$ cat config.mk
export PLATFORM = sky130hd
export DESIGN_NAME = regex_infix_to_postfix_core
export DESIGN_NICKNAME = d
export VERILOG_FILES = /design/src/hdl/ritp_pkg.sv /design/src/hdl/ritp_ram.sv /design/src/hdl/ritp_front.sv /design/src/hdl/ritp_back.sv /design/src/hdl/regex_infix_to_postfix_core.sv
export SDC_FILE = /design/constraint.sdc
export NUM_CORES = 1
export LEC_CHECK = 0
export BUFFER_PORTS_ARGS = -buffer_cell sky130_fd_sc_hd__buf_2
export CORE_MARGIN = 4
export CORE_UTILIZATION = 55
export DETAILED_ROUTE_END_ITERATION = 10
export GPL_ROUTABILITY_DRIVEN = 0
export PLACE_DENSITY_LB_ADDON = 0.12
export SLEW_MARGIN = 30
export SYNTH_ARGS = -nofsm -noshare
export SYNTH_HDL_FRONTEND = slang
export SYNTH_SLANG_ARGS = --single-unit
$ cat constraint.sdc
create_clock -name clk_i -period 3.8 [get_ports clk_i]
set_input_delay 1.14 -clock clk_i [delete_from_list [all_inputs] [get_ports clk_i]]
set_output_delay 1.14 -clock clk_i [all_outputs]
set_load 0.01 [all_outputs]
$ cat src/hdl/ritp_pkg.sv
package ritp_pkg;

  localparam int STACK_DEPTH = 32;
  localparam int CNT_W       = $clog2(STACK_DEPTH + 1);
  localparam int IDX_W       = $clog2(STACK_DEPTH);
  localparam int QUEUE_DEPTH = 2;
  localparam int QPTR_W      = $clog2(QUEUE_DEPTH);
  localparam int QCNT_W      = $clog2(QUEUE_DEPTH + 1);

  localparam logic [7:0] CH_OPEN  = 8'h28;
  localparam logic [7:0] CH_CLOSE = 8'h29;
  localparam logic [7:0] CH_STAR  = 8'h2A;
  localparam logic [7:0] CH_DOT   = 8'h2E;
  localparam logic [7:0] CH_BAR   = 8'h7C;

  // stack entry codes, ordered by precedence above OPEN
  typedef enum logic [1:0] {
    OP_OPEN = 2'd0,
    OP_BAR  = 2'd1,
    OP_DOT  = 2'd2,
    OP_STAR = 2'd3
  } op_code_e;

  typedef enum logic [1:0] {
    ERR_NONE      = 2'd0,
    ERR_UNMATCHED = 2'd1,
    ERR_OVERFLOW  = 2'd2,
    ERR_UNCLOSED  = 2'd3
  } err_e;

  typedef enum logic [2:0] {
    CLS_NONE   = 3'd0,
    CLS_LETTER = 3'd1,
    CLS_OPEN   = 3'd2,
    CLS_CLOSE  = 3'd3,
    CLS_BAR    = 3'd4,
    CLS_DOT    = 3'd5,
    CLS_STAR   = 3'd6,
    CLS_END    = 3'd7
  } cls_e;

  typedef struct packed {
    cls_e       cls;
    logic [7:0] ch;
  } cmd_t;

  typedef struct packed {
    logic [7:0] ch;
    logic       last;
    logic       done;
    err_e       err;
  } res_t;

  function automatic logic [7:0] code_char(op_code_e c);
    logic [7:0] r;
    case (c)
      OP_OPEN: r = CH_OPEN;
      OP_BAR:  r = CH_BAR;
      OP_DOT:  r = CH_DOT;
      OP_STAR: r = CH_STAR;
      default: r = CH_OPEN;
    endcase
    return r;
  endfunction

  function automatic op_code_e cls_code(cls_e c);
    op_code_e r;
    case (c)
      CLS_BAR:  r = OP_BAR;
      CLS_DOT:  r = OP_DOT;
      CLS_STAR: r = OP_STAR;
      default:  r = OP_OPEN;
    endcase
    return r;
  endfunction

endpackage

$ cat src/hdl/ritp_ram.sv
module ritp_ram #(
  parameter int WIDTH = 2,
  parameter int DEPTH = 32,
  localparam int ADDR_W = $clog2(DEPTH)
) (
  input  logic              clk_i,
  input  logic              we_i,
  input  logic [ADDR_W-1:0] waddr_i,
  input  logic [WIDTH-1:0]  wdata_i,
  input  logic [ADDR_W-1:0] raddr_i,
  output logic [WIDTH-1:0]  rdata_o
);

  logic [WIDTH-1:0] mem_q [DEPTH];
  logic [WIDTH-1:0] rdata_q;

  always_ff @(posedge clk_i) begin
    if (we_i) begin
      mem_q[waddr_i] <= wdata_i;
    end
    rdata_q <= mem_q[raddr_i];
  end

  assign rdata_o = rdata_q;

endmodule

$ cat src/hdl/ritp_front.sv
module ritp_front (
  input  logic             clk_i,
  input  logic             rst_ni,
  input  logic             push,
  output logic             full,
  input  logic [7:0]       in_char_i,
  input  logic             end_of_expr_i,
  output logic             cmd_valid_o,
  output ritp_pkg::cmd_t   cmd_o,
  input  logic             cmd_ready_i
);

  ritp_pkg::cmd_t                    q_mem_q [ritp_pkg::QUEUE_DEPTH];
  logic [ritp_pkg::QPTR_W-1:0]       wr_ptr_q, wr_ptr_d, rd_ptr_q, rd_ptr_d;
  logic [ritp_pkg::QCNT_W-1:0]       fill_q, fill_d;
  ritp_pkg::cls_e                    cls;
  logic                              wr_en, rd_en;

  // classify the incoming byte
  always_comb begin
    if (end_of_expr_i) begin
      cls = ritp_pkg::CLS_END;
    end else if (in_char_i inside {[8'h41:8'h5A], [8'h61:8'h7A]}) begin
      cls = ritp_pkg::CLS_LETTER;
    end else begin
      case (in_char_i)
        ritp_pkg::CH_OPEN:  cls = ritp_pkg::CLS_OPEN;
        ritp_pkg::CH_CLOSE: cls = ritp_pkg::CLS_CLOSE;
        ritp_pkg::CH_BAR:   cls = ritp_pkg::CLS_BAR;
        ritp_pkg::CH_DOT:   cls = ritp_pkg::CLS_DOT;
        ritp_pkg::CH_STAR:  cls = ritp_pkg::CLS_STAR;
        default:            cls = ritp_pkg::CLS_NONE;
      endcase
    end
  end

  assign full        = (fill_q == ritp_pkg::QCNT_W'(ritp_pkg::QUEUE_DEPTH));
  assign cmd_valid_o = (fill_q != '0);
  assign cmd_o       = q_mem_q[rd_ptr_q];

  // drop bytes that carry no meaning
  assign wr_en = push && !full && (cls != ritp_pkg::CLS_NONE);
  assign rd_en = cmd_valid_o && cmd_ready_i;

  always_comb begin
    wr_ptr_d = wr_ptr_q;
    rd_ptr_d = rd_ptr_q;
    fill_d   = fill_q;
    if (wr_en) begin
      wr_ptr_d = (wr_ptr_q == ritp_pkg::QPTR_W'(ritp_pkg::QUEUE_DEPTH - 1)) ? '0
               : wr_ptr_q + ritp_pkg::QPTR_W'(1);
    end
    if (rd_en) begin
      rd_ptr_d = (rd_ptr_q == ritp_pkg::QPTR_W'(ritp_pkg::QUEUE_DEPTH - 1)) ? '0
               : rd_ptr_q + ritp_pkg::QPTR_W'(1);
    end
    if (wr_en && !rd_en) begin
      fill_d = fill_q + ritp_pkg::QCNT_W'(1);
    end else if (!wr_en && rd_en) begin
      fill_d = fill_q - ritp_pkg::QCNT_W'(1);
    end
  end

  always_ff @(posedge clk_i or negedge rst_ni) begin
    if (!rst_ni) begin
      wr_ptr_q <= '0;
      rd_ptr_q <= '0;
      fill_q   <= '0;
    end else begin
      wr_ptr_q <= wr_ptr_d;
      rd_ptr_q <= rd_ptr_d;
      fill_q   <= fill_d;
    end
  end

  always_ff @(posedge clk_i) begin
    if (wr_en) begin
      q_mem_q[wr_ptr_q] <= '{cls: cls, ch: in_char_i};
    end
  end

endmodule

$ cat src/hdl/ritp_back.sv
module ritp_back (
  input  logic             clk_i,
  input  logic             rst_ni,
  input  logic             cmd_valid_i,
  input  ritp_pkg::cmd_t   cmd_i,
  output logic             cmd_ready_o,
  output logic             empty,
  input  logic             pop,
  output ritp_pkg::res_t   res_o
);

  typedef enum logic [4:0] {
    S_IDLE  = 5'b00001,
    S_PUSH  = 5'b00010,
    S_CHECK = 5'b00100,
    S_EVAL  = 5'b01000,
    S_FLUSH = 5'b10000
  } state_e;

  state_e                        state_q, state_d;
  ritp_pkg::cmd_t                cmd_q, cmd_d;
  logic [ritp_pkg::CNT_W-1:0]    cnt_q, cnt_d;
  logic                          open_q, open_d;
  ritp_pkg::res_t                pend_q, pend_d, out_q, out_d, emit_res;
  logic                          pend_vld_q, pend_vld_d, out_vld_q, out_vld_d;
  logic                          emit, finish_last, can_emit, out_free, we;
  logic [1:0]                    rdata;
  ritp_pkg::op_code_e            top_code;
  logic [ritp_pkg::IDX_W-1:0]    raddr, waddr;

  // the stack RAM is always read at the top entry; its data shows in the next cycle
  assign raddr = ritp_pkg::IDX_W'(cnt_q - ritp_pkg::CNT_W'(1));
  assign waddr = ritp_pkg::IDX_W'(cnt_q);

  ritp_ram #(
    .WIDTH (2),
    .DEPTH (ritp_pkg::STACK_DEPTH)
  ) u_stack (
    .clk_i   (clk_i),
    .we_i    (we),
    .waddr_i (waddr),
    .wdata_i (ritp_pkg::cls_code(cmd_q.cls)),
    .raddr_i (raddr),
    .rdata_o (rdata)
  );

  assign top_code = ritp_pkg::op_code_e'(rdata);
  assign out_free = !out_vld_q || pop;
  assign can_emit = !pend_vld_q || out_free;

  always_comb begin
    state_d     = state_q;
    cmd_d       = cmd_q;
    cnt_d       = cnt_q;
    open_d      = open_q;
    emit        = 1'b0;
    emit_res    = '{ch: 8'h00, last: 1'b0, done: 1'b0, err: ritp_pkg::ERR_NONE};
    finish_last = 1'b0;
    we          = 1'b0;
    cmd_ready_o = 1'b0;

    case (state_q)
      S_IDLE: begin
        cmd_ready_o = 1'b1;
        if (cmd_valid_i) begin
          cmd_d  = cmd_i;
          open_d = 1'b0;
          case (cmd_i.cls)
            ritp_pkg::CLS_LETTER: begin
              emit        = 1'b1;
              emit_res.ch = cmd_i.ch;
              state_d     = S_FLUSH;
            end
            ritp_pkg::CLS_OPEN, ritp_pkg::CLS_STAR: state_d = S_PUSH;
            default:                                state_d = S_CHECK;
          endcase
        end
      end
      S_PUSH: begin
        if (cnt_q == ritp_pkg::CNT_W'(ritp_pkg::STACK_DEPTH)) begin
          if (can_emit) begin
            emit         = 1'b1;
            emit_res.err = ritp_pkg::ERR_OVERFLOW;
            state_d      = S_FLUSH;
          end
        end else begin
          we      = 1'b1;
          cnt_d   = cnt_q + ritp_pkg::CNT_W'(1);
          state_d = S_FLUSH;
        end
      end
      S_CHECK: begin
        if (cnt_q == '0) begin
          case (cmd_q.cls)
            ritp_pkg::CLS_CLOSE: begin
              if (can_emit) begin
                emit         = 1'b1;
                emit_res.err = ritp_pkg::ERR_UNMATCHED;
                state_d      = S_FLUSH;
              end
            end
            ritp_pkg::CLS_END: begin
              if (can_emit) begin
                emit          = 1'b1;
                emit_res.done = 1'b1;
                emit_res.err  = open_q ? ritp_pkg::ERR_UNCLOSED : ritp_pkg::ERR_NONE;
                state_d       = S_FLUSH;
              end
            end
            default: state_d = S_PUSH;
          endcase
        end else begin
          state_d = S_EVAL;
        end
      end
      S_EVAL: begin
        case (cmd_q.cls)
          ritp_pkg::CLS_CLOSE: begin
            if (top_code == ritp_pkg::OP_OPEN) begin
              cnt_d   = cnt_q - ritp_pkg::CNT_W'(1);
              state_d = S_FLUSH;
            end else if (can_emit) begin
              emit        = 1'b1;
              emit_res.ch = ritp_pkg::code_char(top_code);
              cnt_d       = cnt_q - ritp_pkg::CNT_W'(1);
              state_d     = S_CHECK;
            end
          end
          ritp_pkg::CLS_END: begin
            if (top_code == ritp_pkg::OP_OPEN) begin
              open_d  = 1'b1;
              cnt_d   = cnt_q - ritp_pkg::CNT_W'(1);
              state_d = S_CHECK;
            end else if (can_emit) begin
              emit        = 1'b1;
              emit_res.ch = ritp_pkg::code_char(top_code);
              cnt_d       = cnt_q - ritp_pkg::CNT_W'(1);
              state_d     = S_CHECK;
            end
          end
          default: begin
            // bar or dot: stop at an open or at a lower precedence
            if (top_code == ritp_pkg::OP_OPEN ||
                top_code < ritp_pkg::cls_code(cmd_q.cls)) begin
              state_d = S_PUSH;
            end else if (can_emit) begin
              emit        = 1'b1;
              emit_res.ch = ritp_pkg::code_char(top_code);
              cnt_d       = cnt_q - ritp_pkg::CNT_W'(1);
              state_d     = S_CHECK;
            end
          end
        endcase
      end
      S_FLUSH: begin
        if (!pend_vld_q) begin
          state_d = S_IDLE;
        end else if (out_free) begin
          finish_last = 1'b1;
          state_d     = S_IDLE;
        end
      end
      default: state_d = S_IDLE;
    endcase
  end

  // hold one result back until it is known whether it is the last one
  always_comb begin
    pend_d     = pend_q;
    pend_vld_d = pend_vld_q;
    out_d      = out_q;
    out_vld_d  = out_vld_q && !pop;
    if (emit) begin
      if (pend_vld_q) begin
        out_d     = pend_q;
        out_vld_d = 1'b1;
      end
      pend_d     = emit_res;
      pend_vld_d = 1'b1;
    end
    if (finish_last) begin
      out_d      = pend_q;
      out_d.last = 1'b1;
      out_vld_d  = 1'b1;
      pend_vld_d = 1'b0;
    end
  end

  always_ff @(posedge clk_i or negedge rst_ni) begin
    if (!rst_ni) begin
      state_q    <= S_IDLE;
      cnt_q      <= '0;
      open_q     <= 1'b0;
      pend_vld_q <= 1'b0;
      out_vld_q  <= 1'b0;
    end else begin
      state_q    <= state_d;
      cnt_q      <= cnt_d;
      open_q     <= open_d;
      pend_vld_q <= pend_vld_d;
      out_vld_q  <= out_vld_d;
    end
  end

  always_ff @(posedge clk_i) begin
    cmd_q  <= cmd_d;
    pend_q <= pend_d;
    out_q  <= out_d;
  end

  assign empty = !out_vld_q;
  assign res_o = out_q;

endmodule

$ cat src/hdl/regex_infix_to_postfix_core.sv
// Channel   Handshake      Transfer when        Payload
// input     push / full    push && !full        in_char_i, end_of_expr_i
// result    empty / pop    pop && !empty        out_char_o, last_o, done_res_o, error_code_o
//
// A letter passes through IDLE and FLUSH, a push of '(' or '*' through IDLE, PUSH
// and FLUSH, and every stack entry that ')', '|', '.' or an end item inspects adds a
// CHECK state to address the stack RAM at its top entry and an EVAL state to act on the registered read data.
// A two-entry command queue lets new characters in while the back end works.
// Reset (rst_ni low) empties the command queue, the stack and the result
// register at once; stack contents are never cleared, only the count.
// A stalled result port holds the back end only when it has a result to move.
module regex_infix_to_postfix_core (
  input  logic       clk_i,
  input  logic       rst_ni,
  input  logic       push,
  output logic       full,
  input  logic [7:0] in_char_i,
  input  logic       end_of_expr_i,
  output logic       empty,
  input  logic       pop,
  output logic [7:0] out_char_o,
  output logic       last_o,
  output logic       done_res_o,
  output logic [1:0] error_code_o
);

  // classified commands from the front end to the stack sequencer
  logic            cmd_valid, cmd_ready;
  ritp_pkg::cmd_t  cmd;
  ritp_pkg::res_t  res;

  // front end: classify each character, drop the meaningless ones, queue
  ritp_front u_front (
    .clk_i         (clk_i),
    .rst_ni        (rst_ni),
    .push          (push),
    .full          (full),
    .in_char_i     (in_char_i),
    .end_of_expr_i (end_of_expr_i),
    .cmd_valid_o   (cmd_valid),
    .cmd_o         (cmd),
    .cmd_ready_i   (cmd_ready)
  );

  // back end: operator stack, pop loops and the result register
  ritp_back u_back (
    .clk_i       (clk_i),
    .rst_ni      (rst_ni),
    .cmd_valid_i (cmd_valid),
    .cmd_i       (cmd),
    .cmd_ready_o (cmd_ready),
    .empty       (empty),
    .pop         (pop),
    .res_o       (res)
  );

  assign out_char_o   = res.ch;
  assign last_o       = res.last;
  assign done_res_o   = res.done;
  assign error_code_o = res.err;

endmodule

==> results of run 1 <==
final timing paths:
path                            slack, ns                end             start  depth (start not counted)
worst min register to register       0.49   u_front.wr_ptr_q  u_front.wr_ptr_q                          1
worst min-delay path                 0.49   u_front.wr_ptr_q  u_front.wr_ptr_q                          1
worst max-delay path                 0.94    u_back.res_o[4]   u_back.cnt_q[1]                          9
min in group asynchronous            0.58  u_front.fill_q[0]            rst_ni                          1
max in group asynchronous            2.86  u_back.state_q[0]            rst_ni                          1
worst max register to register       0.94    u_back.res_o[4]   u_back.cnt_q[1]                          9
cells by family (layout without fill, tap and decap cells):
| logic type | after synthesis | in the layout | share of synthesized area (%) |
|---|---|---|---|
| compound gates | 84 | 84 | 9.24 |
| xor+xnor | 12 | 12 | 1.71 |
| fa+ha+maj | 10 | 10 | 2.03 |
| buf+inv | 41 | 83 | 2.88 |
| flops | 132 | 132 | 62.4 |
| mux | 32 | 32 | 8.97 |
| simple gates | 164 | 164 | 12.8 |
metal layers:
layer  routed length [microns]  up-vias  track usage, %
li1                          -     1871               -
met1                      5590     1954            29.3
met2                      5890      167            31.3
met3                       808       25            5.04
met4                       236        0            8.16
met5                         0        -               0
layout make-up:
cell class              instances  area [sq um]
repair buffers                 31           168
clock inverters                13           159
inverters                      20          75.1
multi-input cells             302          2140
flip-flops and latches        132          3840
fillers                       832          3900
well taps                     140           175
clock buffers                  19           422
per-stage QoR:
step | setup slack (ns) | util, % | area [sq um]
finish | 0.945 | 64.1 | 6980
global route | 0.764 | 64.1 | 6980
CTS | 0.963 | 64.1 | 6980
detailed placement | 0.490 | 58.8 | 6400
global placement | 0.545 | 58.8 | 6400
floorplan | 0.487 | - | 6160
layout by cell type (no fill, tap or decap), types with 4 or more instances in the layout:
cell type	n
dfrtp_1	17
buf_4	5
xor2_1	4
clkbuf_16	16
buf_2	26
nor2_1	60
edfxtp_1	111
ha_1	10
mux4_2	18
xnor2_1	8
a31oi_1	6
nor2b_1	5
inv_1	20
nand2_1	41
mux2i_1	8
a21o_1	4
nand3b_1	8
mux2_2	6
o22ai_1	10
o21ai_0	13
nor3_1	13
a21oi_1	22
nand3_1	8
a211oi_1	4
cell usage after synthesis, types with 2 or more instances:
master    count  share of area, %
edfxtp_1    111                54
nor2_1       60               3.7
nand2_1      41               2.5
a21oi_1      22               1.8
inv_1        20               1.2
mux4_2       18               6.6
dfrtp_1      17               6.9
clkbuf_1     15              0.91
nor3_1       13               1.1
o21ai_0      13               1.1
ha_1         10               2.0
o22ai_1      10               1.0
mux2i_1       8               1.3
nand3_1       8              0.65
nand3b_1      8              0.97
xnor2_1       8               1.1
a31oi_1       6              0.61
mux2_2        6               1.1
nor2b_1       5              0.51
a211oi_1      4              0.49
a21o_1        4              0.49
xor2_1        4              0.57
and2_1        3              0.30
dfxtp_1       3              0.97
nand2b_1      3              0.30
nor4_1        3              0.30
or3_1         3              0.30
a21boi_0      2              0.24
a22o_1        2              0.28
a41o_1        2              0.32
and4_1        2              0.28
buf_4         2              0.24
buf_6         2              0.37
nand4_1       2              0.20
nor3b_1       2              0.24
o311ai_0      2              0.28
o32ai_1       2              0.28
or4_1         2              0.24
state kept, by name, indices dropped and copies added (netlist names):
name	count
u_front.rd_ptr_q	1
u_back.pend_q	11
u_back.cnt_q	6
u_back.res_o	12
u_front.wr_ptr_q	1
u_back.out_vld_q	1
u_back.pend_vld_q	1
u_back.u_stack.rdata_o	2
u_back.open_q	1
u_back.state_q	5
u_front.q_mem_q	22
u_front.fill_q	2
u_back.u_stack.mem_q	64
u_back.cmd_q	3
power by group through the flow:
stage               combinational (W)  sequential [W]  clock [W]
floorplan                     0.00135         0.00206          0
global placement              0.00168         0.00217          0
detailed placement            0.00170         0.00218          0
CTS                           0.00173         0.00215    0.00162
global route                  0.00189         0.00219    0.00169
finish                        0.00172         0.00216    0.00160
==> impl_metrics.tcl, run 1 <==
set metrics [dict create \
    period_minus_slack_ns 2.86 \
    row_count 38 \
    io_pins 27 \
    critical_path_buf_inv_count 3 \
    combPwrFrac_pct 31.5 \
    clock_path_buffers 2 \
    drv_cap 0 \
    grt_pass1_vias 4016 \
    fmax_ghz 0.350 \
    routed_via_density 6.11 \
    cts_hold_buffers 0 \
    postRouteAntennaNets 0 \
    outcome "finished, final reports clean" \
    min_period_over_period_pct 75.1 \
    clkTransAtPathRegs_ns 0.06 \
    grt_overflow_total 0 \
    worstPathMaxFanout 13 \
    synth_cells 475 \
    routed_wl_microns 12500 \
    drive_above_1_share_pct 17.8 \
    cp_cell_sequence "inv_1, ha_1, nor4b_1, and4_1, a31o_2, a222oi_1, buf_4, a21boi_0, buf_4" \
    p_leak_nw 2.50 \
    required_ns 4.02 \
    start_kind "register" \
    numPlacedInstances 625 \
    h-tree-depth 4 \
    grt_antenna_before_repair 0 \
    initial_core_util_pct 56.6 \
    finalHoldViolations 0 \
    path_common_cell "buf_4" \
    crit_arrival_ns 3.08 \
    slowest_stage "dfrtp_1" \
    ir_worst_vdd_uv 367 \
    drt_iter0_drc 384 \
    dr.pass1.iters 5 \
    yosysSeqAreaShare_pct 62.4 \
    die_height_microns 114 \
    min_path_type "reg -> reg" \
    tightest_slew_ns 0.944 \
    crit_type "reg -> reg" \
    synth-edff-count 111 \
    vias 4017 \
    grt_usage_pct 20.7 \
    synthFlopType "edfxtp_1" \
    dieArea_sq_um 13000 \
    num_antenna_cells 0 \
    synth_seq_cells 132 \
    cts_tree "done" \
    syn2layout_area_growth_pct 13.3 \
    hpwl_microns 8310 \
    synth_fp_nets 498 \
    clock_skew_ns 0.00833 \
    switching_power_w 0.00183 \
    crit_family "simple AND/OR/NAND/NOR gates" \
    rsz0062_at_grt "no" \
    power_frac_clock_pct 29.2 \
    wl_per_cell_microns 19.1 \
    root_buffer "clkbuf_8" \
    die_w_microns 114 \
    post-route-drc-count 0 \
    holdWs_ns 0.491 \
    stdcell_count 657 \
    grt_pass1_wl_microns 20500 \
    fin_setup_tns_ns 0 \
    syn_area_sq_um 6160 \
    cts_buffers 17 \
    max_stage_delay_ns 0.47 \
    relSlewSlack_pct 37.0 \
    async_flop_share_pct 13.6 \
    cts_sinks 132 \
    syn_avg_cell_area_sq_um 13.0 \
    clk_latency_ns 0.52 \
    portBuffers 26 \
    total_power_w 0.00548 \
    synth_warnings 0 \
    setup_viol 0 \
    p_seq_share_pct 39.4 \
    synth.distinct_cells 65 \
    powerDensity_nw_per_um2 784 \
    switching_share_pct 33.5 \
    cts_resized 0 \
    post_cts_buffers 0 \
    nets 527 \
    grt_max_degree 33 \
    design.core.area_sq_um 10900 \
    finalMaxSlewViolations 0 \
    intPower_w 0.00364 \
    end_kind "register" \
]
No activity file was read; power rests on OpenSTA's default activity.
==> run 2: changes to the inputs <==
Clock period 3.8 ns to 2.5 ns, I/O delays scaled along.
==> run 2 against run 1 <==
Compared with the run above:
- final cell count up 5.5%
- die area unchanged
- power is 59% higher
- critical path depth decreased by 1
- sequential power rose by 45%
- first-iteration DRC count decreased by 4.2%
- final area is 5.3% higher
- worst hold slack got worse by 0.31 ns
- combinational power is 80% higher
- largest power group unchanged
- highest routed layer unchanged
==> impl_metrics.tcl, run 2 (synthesis results as in run 1) <==
set metrics [dict create \
    outcome "finished, final reports clean" \
    p_leak_nw 2.70 \
    grt_usage_pct 21.0 \
    relSlewSlack_pct 62.7 \
    syn2layout_area_growth_pct 19.3 \
    routed_via_density 5.86 \
    crit_arrival_ns 2.58 \
    cts_sinks 132 \
    drive_above_1_share_pct 24.6 \
    dr.pass1.iters 5 \
    hpwl_microns 8630 \
    powerDensity_nw_per_um2 1190 \
    wl_per_cell_microns 18.2 \
    io_pins 27 \
    setup_viol 0 \
    fmax_ghz 0.422 \
    mostFrequentLayoutCells "edfxtp_1, nor2_1, nand2_1" \
    clock_skew_ns 0.00939 \
    vias 4060 \
    portBuffers 26 \
    clkTransAtPathRegs_ns 0.06 \
    r2r-start "u_back.cmd_q[8]" \
    grt_pass1_wl_microns 20700 \
    dieArea_sq_um 13000 \
    largest_register_ffs 64 \
    total_power_w 0.00873 \
    dpl_cell_area_sq_um 6740 \
    num_antenna_cells 0 \
    largest_register "u_back.u_stack.mem_q" \
    r2r_slack_ns 0.13 \
    finalMaxSlewViolations 0 \
    grt_max_degree 33 \
    final_common_cell "edfxtp_1" \
    rsz0062_at_grt "no" \
    ir_worst_vdd_uv 611 \
    fillers 796 \
    post_cts_buffers 0 \
    drv_cap 0 \
    die_w_microns 114 \
    finalHoldViolations 0 \
    stdcell_count 693 \
    h-tree-depth 4 \
    grt_pass1_vias 4062 \
    clk_latency_ns 0.52 \
    grt_overflow_total 0 \
    r2r-end "u_back.pend_q[11]" \
    tightest_slew_ns 0.557 \
    numPlacedInstances 661 \
    reg2reg_depth 8 \
    end_kind "register" \
    cts_buffers 17 \
    clock_path_buffers 2 \
    grt_antenna_before_repair 0 \
    design.core.area_sq_um 10900 \
    cts_tree "done" \
    row_count 38 \
    start_kind "register" \
    worstPathMaxFanout 13 \
    required_ns 2.71 \
    postRouteAntennaNets 0 \
    crit_type "reg -> reg" \
    min_path_type "in -> async" \
    nets 563 \
    period_minus_slack_ns 2.37 \
    routed_wl_microns 12600 \
    holdWs_ns 0.177 \
    initial_core_util_pct 56.6 \
    min_period_over_period_pct 94.8 \
    post-route-drc-count 0 \
    fin_area_sq_um 7360 \
    root_buffer "clkbuf_8" \
    drt_iter0_drc 368 \
    die_height_microns 114 \
]
## run 2: changes by cell type in the layout (fill, tap and decap cells not counted), sizes merged
cell      before  now
buf           31   67
bufinv         3    4
inv           22   19
clkbuf        19   22
clkinvlp       2    1
## run 2: power breakdown
part	switching [W]	internal, W	total (W)
Combinational	0.00174	0.00135	0.00309
Sequential	0.000195	0.00293	0.00313
Clock	0.000874	0.00164	0.00251
Total	0.00281	0.00592	0.00873
## run 2: worst max path at each step
stage                           start                    end  slack [ns]  cells past startpoint
finish                u_back.cmd_q[8]      u_back.pend_q[11]        0.13                      8
global placement         in_char_i[0]  u_front.q_mem_q[1][5]       -0.01                      8
floorplan             u_back.cnt_q[0]       u_back.pend_q[0]       -0.19                     10
global route        u_back.state_q[1]        u_back.res_o[5]        0.01                      8
CTS                   u_back.cmd_q[8]        u_back.cnt_q[3]        0.11                      8
detailed placement       in_char_i[0]  u_front.q_mem_q[1][2]       -0.05                      8
## run 2: per-layer routing
layer | up-vias | GRT usage [%] | share of wire, %
met5 | - | 0 | 0
met4 | 0 | 6.49 | 1.4
met3 | 19 | 5.78 | 6.8
met2 | 122 | 31.9 | 46
met1 | 1987 | 29.9 | 46
li1 | 1932 | - | -
## run 2: area by class of cell
class / instances / area [sq um] / share of cell area [%]
clock inverter: 10 / 156 / 2.13
sequential: 132 / 3840 / 52.3
clock buffer: 22 / 443 / 6.02
tap: 140 / 175 / 2.38
timing repair buffer: 67 / 463 / 6.29
inverter: 20 / 81.3 / 1.11
multi-input combinational: 302 / 2190 / 29.8
## run 2: timing repair
| item | CTS | global route |
|---|---|---|
| gates resized for setup | 0 | 6 |
| hold buffers | 0 | 0 |
| setup endpoints to repair | 0 | 14 |
## run 2: through the flow
step | setup WS [ns] | setup TNS (ns) | util (%)
2_1_floorplan | -0.186 | -2.32 | -
3_3_place_gp | -0.0148 | -0.165 | 61.9
3_5_place_dp | -0.0520 | -0.977 | 61.9
4_1_cts | 0.108 | 0 | 67.4
5_1_grt | 0.0105 | 0 | 67.6
6_report | 0.129 | 0 | 67.6
## run 2: critical path: stages, from the launching register on
cell        delay, ns
edfxtp_1         0.40
xor2_1           0.18
nand2_1          0.10
ha_1             0.33
a21oi_1          0.13
o21bai_1         0.11
a222oi_1         0.30
buf_4            0.27
clkinvlp_4       0.25
==> run 3: changes to the inputs <==
Settings changed: CORE_UTILIZATION 55 to 44.
==> run 3 against run 2 <==
Compared with the run above:
- wire length grew 0.34%
- combinational power is essentially flat
- sequential power is essentially flat
==> impl_metrics.tcl, run 3 (synthesis results as in run 1) <==
set metrics [dict create \
    intPower_w 0.00593 \
    num_antenna_cells 0 \
    period_minus_slack_ns 2.36 \
    drt_iter0_drc 427 \
    nets 559 \
    place_ws_ns -0.0833 \
    cts_tree "done" \
    cts_resized 0 \
    initial_core_util_pct 45.8 \
    min_path_type "in -> async" \
    fin_area_sq_um 7390 \
    grt_overflow_total 0 \
    tightest_slew_ns 0.826 \
    finalHoldViolations 0 \
    powerDensity_nw_per_um2 1190 \
    relSlewSlack_pct 44.5 \
    crit_type "reg -> reg" \
    setup_viol 0 \
    max_stage_delay_ns 0.37 \
    min_period_over_period_pct 94.3 \
    wl_per_cell_microns 17.4 \
    die_height_microns 126 \
    required_ns 2.63 \
    drv_cap 0 \
    dieArea_sq_um 16000 \
    dr.pass1.iters 4 \
    p_seq_share_pct 35.8 \
    cp_cell_sequence "inv_1, ha_4, nor4b_4, and4_1, a31o_2, a222oi_1, buf_4, a21boi_2, buf_12" \
    largest_register_ffs 64 \
    rsz0062_at_grt "no" \
    r2r_slack_ns 0.14 \
    worstPathMaxFanout 14 \
    start_kind "register" \
    root_buffer "clkbuf_16" \
    dpl_cell_area_sq_um 6760 \
    clkTransAtPathRegs_ns 0.06 \
    grt_usage_pct 17.0 \
    postRouteAntennaNets 0 \
    power_frac_clock_pct 29.2 \
    largest_register "u_back.u_stack.mem_q" \
    hpwl_microns 8990 \
    clock_skew_ns 0.00902 \
    ir_worst_vdd_uv 609 \
    switching_share_pct 32.3 \
    io_pins 27 \
    design.core.area_sq_um 13500 \
    row_count 42 \
    fmax_ghz 0.424 \
    total_power_w 0.00876 \
    post_cts_buffers 0 \
    outcome "finished, final reports clean" \
    clk_latency_ns 0.42 \
    portBuffers 26 \
    syn2layout_area_growth_pct 19.9 \
    routed_via_density 5.52 \
    routed_wl_microns 12700 \
    r2r-end "u_back.res_o[2]" \
    fin_ws_ns 0.141 \
    r2r-start "u_back.cnt_q[1]" \
    grt_max_degree 33 \
    end_kind "register" \
    h-tree-depth 4 \
    finalMaxSlewViolations 0 \
    cts_sinks 132 \
    die_w_microns 126 \
    vias 4000 \
    post-route-drc-count 0 \
    clock_path_buffers 2 \
    switching_power_w 0.00283 \
    cts_buffers 17 \
    slowest_stage "dfrtp_1" \
    reg2reg_depth 9 \
    mostFrequentLayoutCells "edfxtp_1, nor2_1, nand2_1" \
    p_leak_nw 2.67 \
    crit_arrival_ns 2.49 \
    drive_above_1_share_pct 23.9 \
    final_common_cell "edfxtp_1" \
    grt_pass1_vias 4075 \
    grt_pass1_wl_microns 21200 \
    grt_antenna_before_repair 0 \
    cts_hold_buffers 0 \
    combPwrFrac_pct 35.0 \
    fin_setup_tns_ns 0 \
]
[run 3: cell count changes in the layout (fill, tap and decap cells not counted)]
cell        previous run  this run
buf_4                 39        33
clkbuf_1               4         0
clkinvlp_4             1         4
clkbuf_8               2         0
clkinv_1               1         3
and4_1                 0         1
and4_4                 2         1
buf_12                 2         3
clkbuf_16             16        17
inv_1                 17        18
inv_2                  1         0
inv_6                  0         1
xnor2_1                7         8
xnor2_2                1         0
[run 3: how the worst max path moves through the flow]
stage | start | slack [ns] | end
global route | u_back.cnt_q[1] | 0.009 | u_back.res_o[2]
detailed placement | in_char_i[0] | -0.08 | u_front.fill_q[1]
floorplan | u_back.cnt_q[0] | -0.19 | u_back.pend_q[0]
finish | u_back.cnt_q[1] | 0.14 | u_back.res_o[2]
global placement | in_char_i[0] | -0.05 | u_front.fill_q[1]
CTS | u_back.cmd_q[8] | 0.13 | u_back.cnt_q[3]
[run 3: per-layer routing]
metal / global-route usage (%) / wire length (microns) / vias to the layer above / part of all wire [%]
met2: 25.2 / 5810 / 101 / 46
met4: 6.44 / 165 / 0 / 1.3
met5: 0 / 0 / - / 0
li1: - / - / 1917 / -
met3: 3.95 / 601 / 14 / 4.8
met1: 24.6 / 6070 / 1968 / 48
[run 3: critical path: cells and delay by family, from the launching register on]
family	cells	cell delay, ns
AND/OR/NAND/NOR	2	0.54
buffers and inverters	3	0.51
AO/OA/AOI/OAI	3	0.45
flip-flops	1	0.37
adder cells (fa/ha/maj)	1	0.19
[run 3: area by class of cell]
type	count	area, sq um
fillers	1140	6070
flip-flops and latches	132	3840
multi-input cells	302	2180
repair buffers	62	438
clock buffers	17	425
well taps	176	220
clock inverters	15	188
inverters	20	81.3
repair inverters	1	7.51
[run 3: power by group through the flow]
stage	clock network, W	logic, W	registers (W)
3_5_place_dp	0	0.00306	0.00319
6_report	0.00256	0.00307	0.00314
3_3_place_gp	0	0.00301	0.00317
5_1_grt	0.00273	0.00338	0.00318
2_1_floorplan	0	0.00213	0.00314
4_1_cts	0.00260	0.00308	0.00314
[run 3: per-stage QoR]
| stage | hold WS [ns] | util, % | instances |
|---|---|---|---|
| after floorplan | 0.454 | - | 475 |
| after global placement | 0.495 | 50.3 | 692 |
| after detailed placement | 0.510 | 50.3 | 692 |
| after CTS | 0.286 | 54.8 | 724 |
| after global routing | 0.314 | 54.9 | 725 |
| final | 0.283 | 54.9 | 725 |
